`src/sv/teq_pkg.sv`:
```
// shared constants, codes and types for the timer event queue
package teq_pkg;

    localparam int QUEUE_DEPTH = 16;
    localparam int TIME_BITS   = 32;
    localparam int ID_BITS     = 16;
    localparam int ADDR_BITS   = $clog2(QUEUE_DEPTH);
    localparam int COUNT_BITS  = $clog2(QUEUE_DEPTH + 1);

    // stream widths
    localparam int ACTION_BITS = 2;
    localparam int STATUS_BITS = 2;
    localparam int S_DATA_BITS = 112;
    localparam int M_DATA_BITS = 24;

    // action codes
    localparam logic [ACTION_BITS-1:0] ACT_ADD    = 2'd0;
    localparam logic [ACTION_BITS-1:0] ACT_DELETE = 2'd1;
    localparam logic [ACTION_BITS-1:0] ACT_CHECK  = 2'd2;
    localparam logic [ACTION_BITS-1:0] ACT_HOLD   = 2'd3;

    // result status codes
    localparam logic [STATUS_BITS-1:0] RES_DONE      = 2'd0;
    localparam logic [STATUS_BITS-1:0] RES_NONE_DUE  = 2'd1;
    localparam logic [STATUS_BITS-1:0] RES_FULL      = 2'd2;
    localparam logic [STATUS_BITS-1:0] RES_NOT_FOUND = 2'd3;

    typedef struct packed {
        logic [TIME_BITS-1:0] due;
        logic [ID_BITS-1:0]   id;
    } slot_t;

    // controller to datapath
    typedef struct packed {
        logic                   load;
        logic                   start_add;
        logic                   start_walk;
        logic                   walk_pop;
        logic                   rd_en;
        logic                   rd_prev;
        logic                   add_shift;
        logic                   add_place;
        logic                   walk_step;
        logic                   walk_end;
        logic                   take_head;
        logic                   set_hold;
        logic                   finish;
        logic [STATUS_BITS-1:0] res_status;
        logic                   res_fired;
    } dp_cmd_t;

    // datapath to controller
    typedef struct packed {
        logic [ACTION_BITS-1:0] action;
        logic                   full;
        logic                   empty;
        logic                   ptr_zero;
        logic                   ptr_end;
        logic                   later;
        logic                   drop;
        logic                   blocked;
        logic                   hit;
        logic                   pop;
        logic                   out_busy;
    } dp_stat_t;

endpackage

```
`src/sv/teq_datapath.sv`:
```
// queue storage, walk pointers, item and result registers
module teq_datapath (
    input  logic                              aclk,
    input  logic                              aresetn,
    input  logic [teq_pkg::ACTION_BITS-1:0]   in_action,
    input  logic [teq_pkg::S_DATA_BITS-1:0]   in_data,
    input  teq_pkg::dp_cmd_t                  cmd,
    output teq_pkg::dp_stat_t                 stat,
    output logic                              out_valid,
    input  logic                              out_ready,
    output logic [teq_pkg::M_DATA_BITS-1:0]   out_data
);
    import teq_pkg::*;

    slot_t                  mem [QUEUE_DEPTH];
    slot_t                  rd_data_reg;

    logic [ACTION_BITS-1:0] action_reg;
    logic [ID_BITS-1:0]     id_reg;
    logic [TIME_BITS-1:0]   due_reg;
    logic [TIME_BITS-1:0]   now_reg;
    logic [TIME_BITS-1:0]   hold_in_reg;

    logic [TIME_BITS-1:0]   hold_reg;
    logic [COUNT_BITS-1:0]  count_reg;
    logic [COUNT_BITS-1:0]  ptr_reg;
    logic [COUNT_BITS-1:0]  wptr_reg;
    logic                   hit_reg;
    logic                   pop_reg;
    logic [ID_BITS-1:0]     pop_id_reg;

    logic                   out_valid_reg;
    logic [STATUS_BITS-1:0] out_status_reg;
    logic                   out_fired_reg;
    logic [ID_BITS-1:0]     out_id_reg;
    logic [COUNT_BITS-1:0]  out_count_reg;

    logic                   we;
    logic [ADDR_BITS-1:0]   waddr;
    slot_t                  wdata;
    logic [COUNT_BITS-1:0]  raddr_full;
    logic [ADDR_BITS-1:0]   raddr;

    // write port: shift up, place new entry, or compact down
    always_comb begin
        we    = 1'b0;
        waddr = ptr_reg[ADDR_BITS-1:0];
        wdata = rd_data_reg;
        if (cmd.add_shift) begin
            we = 1'b1;
        end else if (cmd.add_place) begin
            we          = 1'b1;
            wdata.due   = due_reg;
            wdata.id    = id_reg;
        end else if (cmd.walk_step && !stat.drop) begin
            we    = 1'b1;
            waddr = wptr_reg[ADDR_BITS-1:0];
        end
    end

    assign raddr_full = cmd.rd_prev ? ptr_reg - COUNT_BITS'(1) : ptr_reg;
    assign raddr      = raddr_full[ADDR_BITS-1:0];

    always_ff @(posedge aclk) begin
        if (we) begin
            mem[waddr] <= wdata;
        end
        if (cmd.rd_en) begin
            rd_data_reg <= mem[raddr];
        end
    end

    // item capture and head id
    always_ff @(posedge aclk) begin
        if (cmd.load) begin
            action_reg  <= in_action;
            id_reg      <= in_data[ID_BITS-1:0];
            due_reg     <= in_data[ID_BITS +: TIME_BITS];
            now_reg     <= in_data[ID_BITS + TIME_BITS +: TIME_BITS];
            hold_in_reg <= in_data[ID_BITS + 2*TIME_BITS +: TIME_BITS];
        end
        if (cmd.take_head) begin
            pop_id_reg <= rd_data_reg.id;
        end
    end

    always_ff @(posedge aclk) begin
        if (!aresetn) begin
            hold_reg  <= '0;
            count_reg <= '0;
            ptr_reg   <= '0;
            wptr_reg  <= '0;
            hit_reg   <= 1'b0;
            pop_reg   <= 1'b0;
        end else begin
            if (cmd.set_hold) begin
                hold_reg <= hold_in_reg;
            end
            if (cmd.start_add) begin
                ptr_reg <= count_reg;
            end
            if (cmd.start_walk) begin
                ptr_reg  <= '0;
                wptr_reg <= '0;
                hit_reg  <= 1'b0;
                pop_reg  <= cmd.walk_pop;
            end
            if (cmd.add_shift) begin
                ptr_reg <= ptr_reg - COUNT_BITS'(1);
            end
            if (cmd.add_place) begin
                count_reg <= count_reg + COUNT_BITS'(1);
            end
            if (cmd.walk_step) begin
                ptr_reg <= ptr_reg + COUNT_BITS'(1);
                if (stat.drop) begin
                    hit_reg <= 1'b1;
                end else begin
                    wptr_reg <= wptr_reg + COUNT_BITS'(1);
                end
            end
            if (cmd.walk_end) begin
                count_reg <= wptr_reg;
            end
        end
    end

    // output register
    always_ff @(posedge aclk) begin
        if (!aresetn) begin
            out_valid_reg <= 1'b0;
        end else if (cmd.finish) begin
            out_valid_reg <= 1'b1;
        end else if (out_ready) begin
            out_valid_reg <= 1'b0;
        end
    end

    always_ff @(posedge aclk) begin
        if (cmd.finish) begin
            out_status_reg <= cmd.res_status;
            out_fired_reg  <= cmd.res_fired;
            out_id_reg     <= cmd.res_fired ? pop_id_reg : '0;
            out_count_reg  <= count_reg;
        end
    end

    assign out_valid = out_valid_reg;
    assign out_data  = {out_count_reg, out_id_reg, out_fired_reg, out_status_reg};

    always_comb begin
        stat.action   = action_reg;
        stat.full     = (count_reg == COUNT_BITS'(QUEUE_DEPTH));
        stat.empty    = (count_reg == '0);
        stat.ptr_zero = (ptr_reg == '0);
        stat.ptr_end  = (ptr_reg == count_reg);
        stat.later    = (rd_data_reg.due > due_reg);
        stat.drop     = pop_reg ? (ptr_reg == '0) : (rd_data_reg.id == id_reg);
        stat.blocked  = (hold_reg > now_reg) || (rd_data_reg.due > now_reg);
        stat.hit      = hit_reg;
        stat.pop      = pop_reg;
        stat.out_busy = out_valid_reg && !out_ready;
    end

endmodule

```
`src/sv/teq_ctrl.sv`:
```
// sequencer for add, delete, check and hold actions
module teq_ctrl (
    input  logic               aclk,
    input  logic               aresetn,
    input  logic               in_valid,
    output logic               in_ready,
    input  teq_pkg::dp_stat_t  stat,
    output teq_pkg::dp_cmd_t   cmd
);
    import teq_pkg::*;

    localparam logic [3:0] S_IDLE    = 4'd0;
    localparam logic [3:0] S_DECODE  = 4'd1;
    localparam logic [3:0] S_ADD_RD  = 4'd2;
    localparam logic [3:0] S_ADD_EV  = 4'd3;
    localparam logic [3:0] S_CHK_RD  = 4'd4;
    localparam logic [3:0] S_CHK_EV  = 4'd5;
    localparam logic [3:0] S_WALK_RD = 4'd6;
    localparam logic [3:0] S_WALK_EV = 4'd7;
    localparam logic [3:0] S_FINISH  = 4'd8;

    logic [3:0]             state_reg, state_next;
    logic [STATUS_BITS-1:0] status_reg, status_next;
    logic                   fired_reg, fired_next;

    always_ff @(posedge aclk) begin
        if (!aresetn) begin
            state_reg  <= S_IDLE;
            status_reg <= RES_DONE;
            fired_reg  <= 1'b0;
        end else begin
            state_reg  <= state_next;
            status_reg <= status_next;
            fired_reg  <= fired_next;
        end
    end

    assign in_ready = (state_reg == S_IDLE);

    always_comb begin
        cmd            = '0;
        cmd.res_status = status_reg;
        cmd.res_fired  = fired_reg;
        state_next     = state_reg;
        status_next    = status_reg;
        fired_next     = fired_reg;
        unique case (state_reg)
            S_IDLE: begin
                if (in_valid) begin
                    cmd.load   = 1'b1;
                    state_next = S_DECODE;
                end
            end
            S_DECODE: begin
                fired_next  = 1'b0;
                status_next = RES_DONE;
                unique case (stat.action)
                    ACT_ADD: begin
                        if (stat.full) begin
                            status_next = RES_FULL;
                            state_next  = S_FINISH;
                        end else begin
                            cmd.start_add = 1'b1;
                            state_next    = S_ADD_RD;
                        end
                    end
                    ACT_DELETE: begin
                        cmd.start_walk = 1'b1;
                        state_next     = S_WALK_RD;
                    end
                    ACT_CHECK: begin
                        if (stat.empty) begin
                            status_next = RES_NONE_DUE;
                            state_next  = S_FINISH;
                        end else begin
                            cmd.start_walk = 1'b1;
                            cmd.walk_pop   = 1'b1;
                            state_next     = S_CHK_RD;
                        end
                    end
                    ACT_HOLD: begin
                        cmd.set_hold = 1'b1;
                        state_next   = S_FINISH;
                    end
                    default: state_next = S_IDLE;
                endcase
            end
            S_ADD_RD: begin
                if (stat.ptr_zero) begin
                    cmd.add_place = 1'b1;
                    state_next    = S_FINISH;
                end else begin
                    cmd.rd_en   = 1'b1;
                    cmd.rd_prev = 1'b1;
                    state_next  = S_ADD_EV;
                end
            end
            S_ADD_EV: begin
                if (stat.later) begin
                    cmd.add_shift = 1'b1;
                    state_next    = S_ADD_RD;
                end else begin
                    cmd.add_place = 1'b1;
                    state_next    = S_FINISH;
                end
            end
            S_CHK_RD: begin
                cmd.rd_en  = 1'b1;
                state_next = S_CHK_EV;
            end
            S_CHK_EV: begin
                if (stat.blocked) begin
                    status_next = RES_NONE_DUE;
                    state_next  = S_FINISH;
                end else begin
                    cmd.take_head = 1'b1;
                    state_next    = S_WALK_RD;
                end
            end
            S_WALK_RD: begin
                if (stat.ptr_end) begin
                    cmd.walk_end = 1'b1;
                    fired_next   = stat.pop;
                    status_next  = (stat.pop || stat.hit) ? RES_DONE : RES_NOT_FOUND;
                    state_next   = S_FINISH;
                end else begin
                    cmd.rd_en  = 1'b1;
                    state_next = S_WALK_EV;
                end
            end
            S_WALK_EV: begin
                cmd.walk_step = 1'b1;
                state_next    = S_WALK_RD;
            end
            S_FINISH: begin
                if (!stat.out_busy) begin
                    cmd.finish = 1'b1;
                    state_next = S_IDLE;
                end
            end
            default: state_next = S_IDLE;
        endcase
    end

endmodule

```
`src/sv/timer_event_queue.sv`:
```
// top level of the timer event queue
//
// a sorted queue of up to sixteen timed events, earliest due time first, with
// equal times kept in arrival order. each input beat is one action: add an
// event, delete every event with an id, check the current time (pops the head
// when neither the hold time nor the head's due time lies ahead), or set the
// hold time. every action gives exactly one result beat. actions are handled
// one at a time; the queue sits in a single-port store with registered read,
// so each entry visited costs a read step and an evaluate step. an add visits
// the entries later than the new one, a delete and a popping check walk every
// entry held, a check that pops nothing reads only the head, and a hold, a
// dropped add or a check on an empty queue visits no entry. the result is
// only written when the output register is free, so a stalled result beat
// holds the sequencer. a finished result waits in the output register, and
// the next beat is taken while it waits.
module timer_event_queue (
    input  logic                              aclk,
    input  logic                              aresetn,
    // input beats
    input  logic                              s_tvalid,
    output logic                              s_tready,
    // [111:80] hold_time, [79:48] now_time, [47:16] event_time, [15:0] event_id
    input  logic [teq_pkg::S_DATA_BITS-1:0]   s_tdata,
    // [1:0] action
    input  logic [teq_pkg::ACTION_BITS-1:0]   s_tuser,
    // result beats
    output logic                              m_tvalid,
    input  logic                              m_tready,
    // [23:19] queue_count, [18:3] fired_id, [2] fired, [1:0] status
    output logic [teq_pkg::M_DATA_BITS-1:0]   m_tdata
);
    import teq_pkg::*;

    dp_cmd_t  cmd;
    dp_stat_t stat;

    // sequencer: one state per read or evaluate step of the walk
    teq_ctrl u_ctrl (
        .aclk     (aclk),
        .aresetn  (aresetn),
        .in_valid (s_tvalid),
        .in_ready (s_tready),
        .stat     (stat),
        .cmd      (cmd)
    );

    // storage, pointers, hold time and output register
    teq_datapath u_datapath (
        .aclk      (aclk),
        .aresetn   (aresetn),
        .in_action (s_tuser),
        .in_data   (s_tdata),
        .cmd       (cmd),
        .stat      (stat),
        .out_valid (m_tvalid),
        .out_ready (m_tready),
        .out_data  (m_tdata)
    );

endmodule

```
`config.mk`:
```
export PLATFORM = sky130hd
export DESIGN_NAME = timer_event_queue
export DESIGN_NICKNAME = d
export VERILOG_FILES = /design/src/sv/teq_pkg.sv /design/src/sv/teq_datapath.sv /design/src/sv/teq_ctrl.sv /design/src/sv/timer_event_queue.sv
export SDC_FILE = /design/constraint.sdc
export NUM_CORES = 1
export LEC_CHECK = 0
export ABC_AREA = 1
export ABC_CLOCK_PERIOD_IN_PS = 7200
export BUFFER_PORTS_ARGS = -buffer_cell sky130_fd_sc_hd__clkbuf_2
export CAP_MARGIN = 30
export CORE_MARGIN = 2
export CORE_UTILIZATION = 45
export DETAILED_ROUTE_END_ITERATION = 8
export SYNTH_ARGS = -nofsm -noshare
export SYNTH_HDL_FRONTEND = slang
export SYNTH_HIERARCHICAL = 1
export SYNTH_SLANG_ARGS = --single-unit
```
`constraint.sdc`:
```
create_clock -name aclk -period 7.2 [get_ports aclk]
set_clock_uncertainty 0.15 [all_clocks]
set_input_delay 1.08 -clock aclk [delete_from_list [all_inputs] [get_ports aclk]]
set_output_delay 1.08 -clock aclk [all_outputs]
set_load 0.02 [all_outputs]
```
==> results.rst, run 1 <==
.. list-table::
   :header-rows: 1

   * - Metric
     - Value
   * - Status
     - complete, no violations
   * - Clk network pwr share
     - 34.8%
   * - Netlist cell types
     - 47
   * - Sequential share of the synthesized area
     - 72.0%
   * - Number of buffers inserted by hold repair at cts
     - 0
   * - Layout cells sized above 1
     - 12.6%
   * - Remaining max-slew budget at the tightest pin
     - 28.1%
   * - Synthesis-to-finish area growth
     - 13.7%
   * - Die Outline Area
     - 0.0959 mm2
   * - Fin nets
     - 3618
   * - I/O Buffers
     - 143
   * - Half-perimeter wire length after placement
     - 60100 um
   * - Power dissipated by switching net loads
     - 4.25 mW
   * - Number of diodes added for antenna fixing
     - 0
   * - Type of the worst setup path
     - reg2reg
   * - Number of max-cap violations
     - 0
   * - Vias
     - 26300
   * - Number of placed instances with taps included
     - 4537
   * - Placeable core area
     - 0.0929 mm2
   * - Post-synth ARST share
     - 0%
   * - Number of enable-type register cells in the synthesized netlist
     - 970
   * - Total global routing overflow
     - 0
   * - Share of power burned in combinational logic
     - 17.1%
   * - Warning count from the yosys run
     - 6
   * - Combined area of all synthesized cells
     - 0.0420 mm2
   * - I/O pin count
     - 144
   * - Critical path peak fanout
     - 32
   * - Number of buffers added by the clock tree synthesis step
     - 105
   * - Seq pwr share
     - 48.1%
   * - Iteration count of the initial detailed-routing pass
     - 5
   * - Count of nets left with antenna violations after detail routing
     - 0
   * - Worst setup startpoint
     - u_datapath/rd_data_reg[47]
   * - Post-CTS setup buffer count
     - 0
   * - Startpoint type of the worst setup path
     - flip-flop
   * - Worst Setup EP
     - u_datapath/mem[9][36]
   * - Ratio of total power to cell area
     - 316 mW/mm2
   * - Terminus of the critical flop-to-flop path
     - u_datapath/mem[9][36]
   * - Final hold violations
     - 0
   * - Via count of the first global-routing pass
     - 25300
   * - Arrival time at the worst endpoint
     - 6.04 ns
   * - Worst skew pair latency
     - 0.69 ns
   * - Number of standard cells after synthesis
     - 3251
   * - Sum of negative setup slack
     - 0 ns
   * - Worst-case reg-to-reg path depth
     - 18
   * - Placed cell areas
     - 0.0444 mm2
   * - Largest register FFs
     - 768
   * - Final standard cell count with taps included and fillers excluded
     - 4732
   * - Final Util
     - 51.4%
   * - Launch instance of the worst min-delay path
     - u_ctrl/status_reg[1]
   * - Final non-filler cell area
     - 0.0478 mm2
   * - Synthesis-stage register bit count
     - 1027
   * - Number of design rule violations left after detail routing
     - 0
   * - Final max-slew violation count
     - 0
   * - Ratio of final minimum period to clock period
     - 81.1%
   * - Wire length after detailed routing
     - 104000 um
   * - Peak ir drop on the vdd network
     - 227 uV
   * - Per-cell via count in the routed design
     - 5.56
   * - Leak pwr
     - 16.8 nW
   * - Number of violations reported at the end of detailed-routing iteration 0
     - 2562
   * - Startpoint of the most critical register-to-register path
     - u_datapath/rd_data_reg[47]
   * - First-pass GRT wire length
     - 156000 um
   * - Sink count of the clock tree
     - 1027
   * - Total nets after synthesis
     - 3475
   * - Starting density of the core
     - 45.2%
   * - Internal power
     - 10.9 mW
   * - Max frequency
     - 171 MHz
   * - Required time of the critical path
     - 7.40 ns
   * - Final weighted congestion in routability-driven placement
     - 0.829
   * - Endpoint kind of the worst setup timing path
     - flip-flop
   * - CTS H-Tree Depth
     - 3
   * - Die W
     - 310 um
   * - Switching share of power
     - 28.1%
   * - Die Height
     - 310 um
   * - Maximum number of pins on one net before global-route repair
     - 189
   * - Max clock buf depth
     - 3
   * - Fill cell count
     - 7873
   * - TritonCTS clock tree
     - done
   * - Main flop type after synthesis
     - sky130_fd_sc_hd__edfxtp_1
   * - Root buffer cell
     - sky130_fd_sc_hd__clkbuf_16
   * - Drt wl/cell
     - 21.9 um
   * - Least-Margin Pin Slew
     - 1.07 ns
   * - CTS-repair resized insts
     - 0
   * - Setup repair after global routing missed its margin
     - false
   * - Worst min-delay path category
     - reg2reg
   * - Final min period
     - 5.84 ns
   * - Worst-path clk slew
     - 0.06 ns
   * - Cell row count
     - 112
   * - Total GRT Usage
     - 21.6%
   * - Finish-stage setup viols
     - 0
   * - Mean instance size in the synthesized netlist
     - 12.9 um2
   * - Antenna violations before repair
     - 5
   * - R2r setup slk
     - 1.36 ns
-- how the worst min path moves through the flow --
| stage | slack (ns) | cells past startpoint | to |
|---|---|---|---|
| 2_1_floorplan | 0.26 | 0 | u_datapath/out_count_reg[2] |
| 3_3_place_gp | 0.26 | 0 | u_datapath/out_status_reg[0] |
| 3_5_place_dp | 0.27 | 0 | u_datapath/out_status_reg[1] |
| 4_1_cts | 0.28 | 0 | u_datapath/out_status_reg[1] |
| 5_1_grt | 0.29 | 0 | u_datapath/out_status_reg[0] |
| 6_report | 0.28 | 0 | u_datapath/out_status_reg[1] |
-- power groups by stage --
stage	registers (mW)	clock network, mW	logic [mW]
global placement	7.39	0	2.53
detailed placement	7.39	0	2.58
floorplan	7.40	0	1.58
CTS	7.26	5.37	2.59
finish	7.26	5.26	2.59
global route	7.29	5.60	2.89
-- routing by layer --
layer  track usage (%)  vias to the layer above  wire length, um
met3              4.54                      133             7860
li1                  -                    12300                -
met2              33.5                      885            47000
met4              6.32                        4             2470
met1              30.9                    13000            46400
met5                 0                        -               22
-- final cells by class --
class | count | area [um2] | share of cell area, %
Clock buffer | 134 | 2830 | 5.92
Clock inverter | 57 | 518 | 1.08
Inverter | 169 | 647 | 1.35
Multi-Input combinational cell | 1866 | 10400 | 21.7
Sequential cell | 1027 | 30300 | 63.3
Tap cell | 1254 | 1570 | 3.28
Timing Repair Buffer | 225 | 1590 | 3.33
-- cells by family after synthesis --
logic type / Yosys count / share of synthesized area (%)
buf+inv: 358 / 3.77
flops: 1027 / 72.0
simple gates: 890 / 8.55
fa+ha+maj: 106 / 3.16
xor+xnor: 13 / 0.289
mux: 6 / 0.161
compound gates: 851 / 12.1
-- placed cells by master (no fill, tap or decap), types with 11 or more instances in the layout --
cell type and n:
sky130_fd_sc_hd__clkbuf_2 143, sky130_fd_sc_hd__a21oi_1 66, sky130_fd_sc_hd__o21ai_0 461, sky130_fd_sc_hd__ha_1 106
sky130_fd_sc_hd__nor2_1 498, sky130_fd_sc_hd__o22ai_1 59, sky130_fd_sc_hd__o211ai_1 63, sky130_fd_sc_hd__nand3_1 73
sky130_fd_sc_hd__o21ai_1 43, sky130_fd_sc_hd__inv_1 156, sky130_fd_sc_hd__clkbuf_1 20, sky130_fd_sc_hd__nor2_4 22
sky130_fd_sc_hd__nand4_1 17, sky130_fd_sc_hd__dfxtp_1 57, sky130_fd_sc_hd__buf_12 17, sky130_fd_sc_hd__edfxtp_1 970
sky130_fd_sc_hd__buf_4 61, sky130_fd_sc_hd__nand2_1 247, sky130_fd_sc_hd__clkinv_2 23, sky130_fd_sc_hd__clkbuf_16 105
sky130_fd_sc_hd__o221ai_1 137, sky130_fd_sc_hd__nor3_1 11, sky130_fd_sc_hd__clkinv_1 18
-- through the flow --
stage               setup WS [ns]  hold WS (ns)  total power, mW
floorplan                   0.627         0.256             8.98
global placement             1.56         0.262             9.92
detailed placement           1.45         0.268             9.97
CTS                          1.38         0.283             15.2
global route                0.994         0.294             15.8
finish                       1.36         0.282             15.1
-- critical path: stages, from the launching register on --
cell,delay (ns)
sky130_fd_sc_hd__edfxtp_1,0.42
sky130_fd_sc_hd__ha_1,0.32
sky130_fd_sc_hd__nand2_1,0.08
sky130_fd_sc_hd__inv_1,0.07
sky130_fd_sc_hd__nand3_1,0.07
sky130_fd_sc_hd__nor3_1,0.49
sky130_fd_sc_hd__nand2_1,0.20
sky130_fd_sc_hd__nor2_1,0.15
sky130_fd_sc_hd__o21ai_0,0.13
sky130_fd_sc_hd__a31oi_1,0.52
sky130_fd_sc_hd__inv_1,0.09
sky130_fd_sc_hd__nand4_1,0.11
sky130_fd_sc_hd__nand2_1,0.23
sky130_fd_sc_hd__nor2_1,0.33
sky130_fd_sc_hd__nand4_2,0.32
sky130_fd_sc_hd__o21ai_0,0.32
sky130_fd_sc_hd__nand3_1,0.37
sky130_fd_sc_hd__nor2_4,0.74
sky130_fd_sc_hd__buf_12,0.33
-- Yosys cell counts (2+ instances only) --
cell type,n,area share [%]
sky130_fd_sc_hd__a21oi_1,66,0.79
sky130_fd_sc_hd__a221oi_1,3,0.063
sky130_fd_sc_hd__a31oi_1,2,0.030
sky130_fd_sc_hd__buf_2,85,1.0
sky130_fd_sc_hd__buf_4,16,0.29
sky130_fd_sc_hd__buf_6,9,0.24
sky130_fd_sc_hd__clkbuf_1,76,0.68
sky130_fd_sc_hd__clkbuf_2,2,0.024
sky130_fd_sc_hd__dfxtp_1,57,2.7
sky130_fd_sc_hd__edfxtp_1,970,69
sky130_fd_sc_hd__ha_1,106,3.2
sky130_fd_sc_hd__inv_1,156,1.4
sky130_fd_sc_hd__inv_2,10,0.089
sky130_fd_sc_hd__inv_4,2,0.030
sky130_fd_sc_hd__mux2_2,6,0.16
sky130_fd_sc_hd__nand2_1,248,2.2
sky130_fd_sc_hd__nand2_2,6,0.089
sky130_fd_sc_hd__nand3_1,74,0.88
sky130_fd_sc_hd__nand3_2,2,0.048
sky130_fd_sc_hd__nand3b_1,2,0.036
sky130_fd_sc_hd__nand4_1,17,0.25
sky130_fd_sc_hd__nor2_1,517,4.6
sky130_fd_sc_hd__nor2_4,5,0.13
sky130_fd_sc_hd__nor3_1,11,0.13
sky130_fd_sc_hd__nor4_1,4,0.060
sky130_fd_sc_hd__o211ai_1,63,1.1
sky130_fd_sc_hd__o21a_1,7,0.13
sky130_fd_sc_hd__o21ai_0,480,5.7
sky130_fd_sc_hd__o21ai_1,24,0.29
sky130_fd_sc_hd__o21ai_2,3,0.063
sky130_fd_sc_hd__o21bai_1,2,0.036
sky130_fd_sc_hd__o221ai_1,137,2.9
sky130_fd_sc_hd__o22ai_1,59,0.88
sky130_fd_sc_hd__xnor2_1,7,0.15
sky130_fd_sc_hd__xor2_1,5,0.10
No activity file was read; power rests on OpenSTA's default activity.
==> inputs of run 2 (changes only) <==
--- a/config.mk
+++ b/config.mk
@@ -5,8 +5,8 @@
 export SDC_FILE = /design/constraint.sdc
 export NUM_CORES = 1
 export LEC_CHECK = 0
-export ABC_AREA = 1
-export ABC_CLOCK_PERIOD_IN_PS = 7200
+export ABC_AREA = 0
+export ABC_CLOCK_PERIOD_IN_PS = 5400
 export BUFFER_PORTS_ARGS = -buffer_cell sky130_fd_sc_hd__clkbuf_2
 export CAP_MARGIN = 30
 export CORE_MARGIN = 2
==> constraint.sdc (replaced) <==
create_clock -name aclk -period 5.4 [get_ports aclk]
set_clock_uncertainty 0.15 [all_clocks]
set_input_delay 0.81 -clock aclk [delete_from_list [all_inputs] [get_ports aclk]]
set_output_delay 0.81 -clock aclk [all_outputs]
set_load 0.02 [all_outputs]
==> run 2 against run 1 <==
  * Worst setup slack got worse by 1.1 ns
  * Synthesized cell count fell by 36%
  * First-iteration DRC count decreased by 25%
  * Largest cell class unchanged
  * Highest routed layer is now met4
==> results.rst, run 2 <==
.. list-table::
   :header-rows: 1

   * - Metric
     - Value
   * - Die Height
     - 307 um (was 310 um)
   * - CTS H-Tree Depth
     - 3 (unchanged)
   * - Drt wl/cell
     - 26.3 um (was 21.9 um)
   * - First-pass GRT wire length
     - 140000 um (was 156000 um)
   * - Fin nets
     - 2561 (was 3618)
   * - Finish-stage setup viols
     - 0 (unchanged)
   * - Warning count from the yosys run
     - 6 (unchanged)
   * - Ratio of total power to cell area
     - 378 mW/mm2 (was 316 mW/mm2)
   * - Per-cell via count in the routed design
     - 5.71 (was 5.56)
   * - Root buffer cell
     - sky130_fd_sc_hd__clkbuf_16 (unchanged)
   * - Synthesis-to-finish area growth
     - 15.4% (was 13.7%)
   * - Main flop type after synthesis
     - sky130_fd_sc_hd__edfxtp_1 (unchanged)
   * - Leak pwr
     - 16.3 nW (was 16.8 nW)
   * - Arrival time at the worst endpoint
     - 5.35 ns (was 6.04 ns)
   * - Total global routing overflow
     - 0 (unchanged)
   * - Least-Margin Pin Slew
     - 1.00 ns (was 1.07 ns)
   * - Top cells by area, synth
     - sky130_fd_sc_hd__edfxtp_1, sky130_fd_sc_hd__mux4_2, sky130_fd_sc_hd__ha_1 (was sky130_fd_sc_hd__edfxtp_1, sky130_fd_sc_hd__o21ai_0, sky130_fd_sc_hd__nor2_1)
   * - Startpoint type of the worst setup path
     - flip-flop (unchanged)
   * - I/O pin count
     - 144 (unchanged)
   * - Worst min-delay path category
     - in2reg (was reg2reg)
   * - Post-synth ARST share
     - 0% (unchanged)
   * - Post-CTS setup buffer count
     - 0 (unchanged)
   * - Remaining max-slew budget at the tightest pin
     - 33.2% (was 28.1%)
   * - Critical path peak fanout
     - 44 (was 32)
   * - Count of nets left with antenna violations after detail routing
     - 0 (unchanged)
   * - Starting density of the core
     - 45.2% (about the same)
   * - Number of buffers inserted by hold repair at cts
     - 0 (unchanged)
   * - Total nets after synthesis
     - 2312 (was 3475)
   * - Most frequent cell after synthesis
     - sky130_fd_sc_hd__edfxtp_1 (unchanged)
   * - TritonCTS clock tree
     - done (unchanged)
   * - Number of buffers added by the clock tree synthesis step
     - 104 (was 105)
   * - I/O Buffers
     - 143 (unchanged)
   * - Sum of negative setup slack
     - 0 ns (unchanged)
   * - Top cell type's share of synthesized area
     - 70.6% (was 69.3%)
   * - Fill cell count
     - 7177 (was 7873)
   * - Combined area of all synthesized cells
     - 0.0412 mm2 (was 0.0420 mm2)
   * - Number of violations reported at the end of detailed-routing iteration 0
     - 1932 (was 2562)
   * - Placeable core area
     - 0.0912 mm2 (was 0.0929 mm2)
   * - Mean instance size in the synthesized netlist
     - 19.8 um2 (was 12.9 um2)
   * - Netlist cell types
     - 69 (was 47)
   * - Die W
     - 307 um (was 310 um)
   * - Final non-filler cell area
     - 0.0476 mm2 (was 0.0478 mm2)
   * - Endpoint kind of the worst setup timing path
     - flip-flop (unchanged)
   * - Final standard cell count with taps included and fillers excluded
     - 3603 (was 4732)
   * - Layout cells sized above 1
     - 28.3% (was 12.6%)
   * - Number of placed instances with taps included
     - 3417 (was 4537)
   * - CTS-repair resized insts
     - 0 (unchanged)
   * - Antenna violations before repair
     - 1 (was 5)
   * - Final max-slew violation count
     - 0 (unchanged)
   * - Number of enable-type register cells in the synthesized netlist
     - 970 (unchanged)
   * - Required time of the critical path
     - 5.65 ns (was 7.40 ns)
   * - Final hold violations
     - 0 (unchanged)
   * - Final min period
     - 5.10 ns (was 5.84 ns)
   * - Worst-path clk slew
     - 0.06 ns (about the same)
   * - Iteration count of the initial detailed-routing pass
     - 7 (was 5)
   * - Half-perimeter wire length after placement
     - 56700 um (was 60100 um)
   * - Worst skew pair latency
     - 0.69 ns (about the same)
   * - Status
     - complete, no violations (unchanged)
   * - Placed cell areas
     - 0.0444 mm2 (about the same)
   * - Most common cell after layout, fill and taps aside
     - sky130_fd_sc_hd__edfxtp_1 (unchanged)
   * - Via count of the first global-routing pass
     - 21300 (was 25300)
   * - Number of standard cells after synthesis
     - 2088 (was 3251)
   * - Number of design rule violations left after detail routing
     - 0 (unchanged)
   * - Worst setup startpoint
     - u_datapath/rd_data_reg[34] (was u_datapath/rd_data_reg[47])
   * - Wire length after detailed routing
     - 94900 um (was 104000 um)
   * - Ratio of final minimum period to clock period
     - 94.4% (was 81.1%)
   * - Peak ir drop on the vdd network
     - 234 uV (was 227 uV)
   * - Most common library cells after synthesis
     - sky130_fd_sc_hd__edfxtp_1, sky130_fd_sc_hd__mux4_2, sky130_fd_sc_hd__ha_1 (was sky130_fd_sc_hd__edfxtp_1, sky130_fd_sc_hd__nor2_1, sky130_fd_sc_hd__o21ai_0)
   * - Die Outline Area
     - 0.0941 mm2 (was 0.0959 mm2)
   * - Largest register FFs
     - 768 (unchanged)
   * - Top cell type by total area after synthesis
     - sky130_fd_sc_hd__edfxtp_1 (unchanged)
   * - Number of max-cap violations
     - 0 (unchanged)
   * - Number of diodes added for antenna fixing
     - 0 (unchanged)
   * - Final weighted congestion in routability-driven placement
     - 0.804 (was 0.829)
   * - Top library cells by usage in the layout, fill and taps aside
     - sky130_fd_sc_hd__edfxtp_1, sky130_fd_sc_hd__mux4_2, sky130_fd_sc_hd__clkbuf_2, sky130_fd_sc_hd__ha_1, sky130_fd_sc_hd__clkbuf_16 (was sky130_fd_sc_hd__edfxtp_1, sky130_fd_sc_hd__nor2_1, sky130_fd_sc_hd__o21ai_0, sky130_fd_sc_hd__nand2_1, sky130_fd_sc_hd__inv_1)
   * - Sequential share of the synthesized area
     - 73.4% (was 72.0%)
   * - Launch instance of the worst min-delay path
     - s_tuser[0] (was u_ctrl/status_reg[1])
   * - Setup repair after global routing missed its margin
     - false (unchanged)
   * - Max frequency
     - 196 MHz (was 171 MHz)
   * - Sink count of the clock tree
     - 1027 (unchanged)
   * - Total GRT Usage
     - 20.4% (was 21.6%)
   * - Maximum number of pins on one net before global-route repair
     - 115 (was 189)
   * - Startpoint of the most critical register-to-register path
     - u_datapath/rd_data_reg[34] (was u_datapath/rd_data_reg[47])
   * - Synthesis-stage register bit count
     - 1027 (unchanged)
   * - Max clock buf depth
     - 3 (unchanged)
   * - Cell row count
     - 111 (was 112)
   * - Vias
     - 20600 (was 26300)
   * - Type of the worst setup path
     - reg2reg (unchanged)
-- run 2: final timing paths --
path                                                endpoint  slack (ns)  depth (start not counted)
worst max register to register        u_datapath/mem[10][31]        0.30                         12
worst max-delay path                  u_datapath/mem[10][31]        0.30                         12
worst min-delay path                u_datapath/action_reg[0]        0.15                          1
worst min register to register  u_datapath/out_status_reg[1]        0.29                          0
-- run 2: through the flow --
| step | hold slack (ns) | utilization (%) | power, mW | setup slack, ns |
|---|---|---|---|---|
| after floorplan | 0.256 | - | 10.7 | -0.590 |
| after global placement | 0.283 | 48.6 | 11.4 | 0.400 |
| after detailed placement | 0.277 | 48.7 | 11.4 | 0.332 |
| after CTS | 0.0988 | 52.2 | 18.2 | 0.308 |
| after global routing | 0.116 | 52.2 | 18.6 | 0.0893 |
| final | 0.149 | 52.2 | 18.0 | 0.302 |
-- run 2: final cells by class --
type | instances | area [um2] | share of cell area, %
flip-flops and latches | 1027 | 30300 | 63.6
clock buffers | 129 | 2750 | 5.77
clock inverters | 57 | 445 | 0.936
well taps | 1186 | 1480 | 3.12
repair buffers | 239 | 1800 | 3.78
multi-input cells | 884 | 10500 | 22.2
inverters | 81 | 304 | 0.639
-- run 2: cell families (layout without fill, tap and decap cells) --
family	count (synthesis)	after routing	synth area share (%)
AOI/OAI and AO/OA	187	187	2.85
adders and majority gates	106	106	3.22
xor gates and xnor gates	31	31	0.658
buffers and inverters	177	506	1.81
DFF	1027	1027	73.4
muxes	295	295	14.5
and+or+nand+nor	265	265	3.57
-- run 2: critical path, cell delays in order (launching register included) --
cell and delay, ns:
sky130_fd_sc_hd__edfxtp_1 0.43, sky130_fd_sc_hd__ha_1 0.33, sky130_fd_sc_hd__and4_1 0.22, sky130_fd_sc_hd__nor4b_1 0.57, sky130_fd_sc_hd__o211ai_1 0.19, sky130_fd_sc_hd__a21oi_1 0.20, sky130_fd_sc_hd__a211oi_1 0.07, sky130_fd_sc_hd__a31oi_1 0.50
sky130_fd_sc_hd__and4_1 0.60, sky130_fd_sc_hd__nand2b_4 0.70, sky130_fd_sc_hd__buf_4 0.41, sky130_fd_sc_hd__o21ai_0 0.19, sky130_fd_sc_hd__buf_4 0.22
-- run 2: metal layers --
layer  vias to the layer above  global-route usage, %  share of wire [%]
met5                         -                      0                  0
met4                         0                   4.92                1.8
met3                       120                   3.54                6.2
met2                       635                   32.1                 47
met1                     10800                   29.7                 45
li1                       8989                      -                  -
-- run 2: power by group --
part	internal, mW	switching (mW)	total (mW)
clock network	3.76	2.98	6.74
registers	9.09	0.117	9.20
logic	0.908	1.14	2.05
total	13.8	4.23	18.0
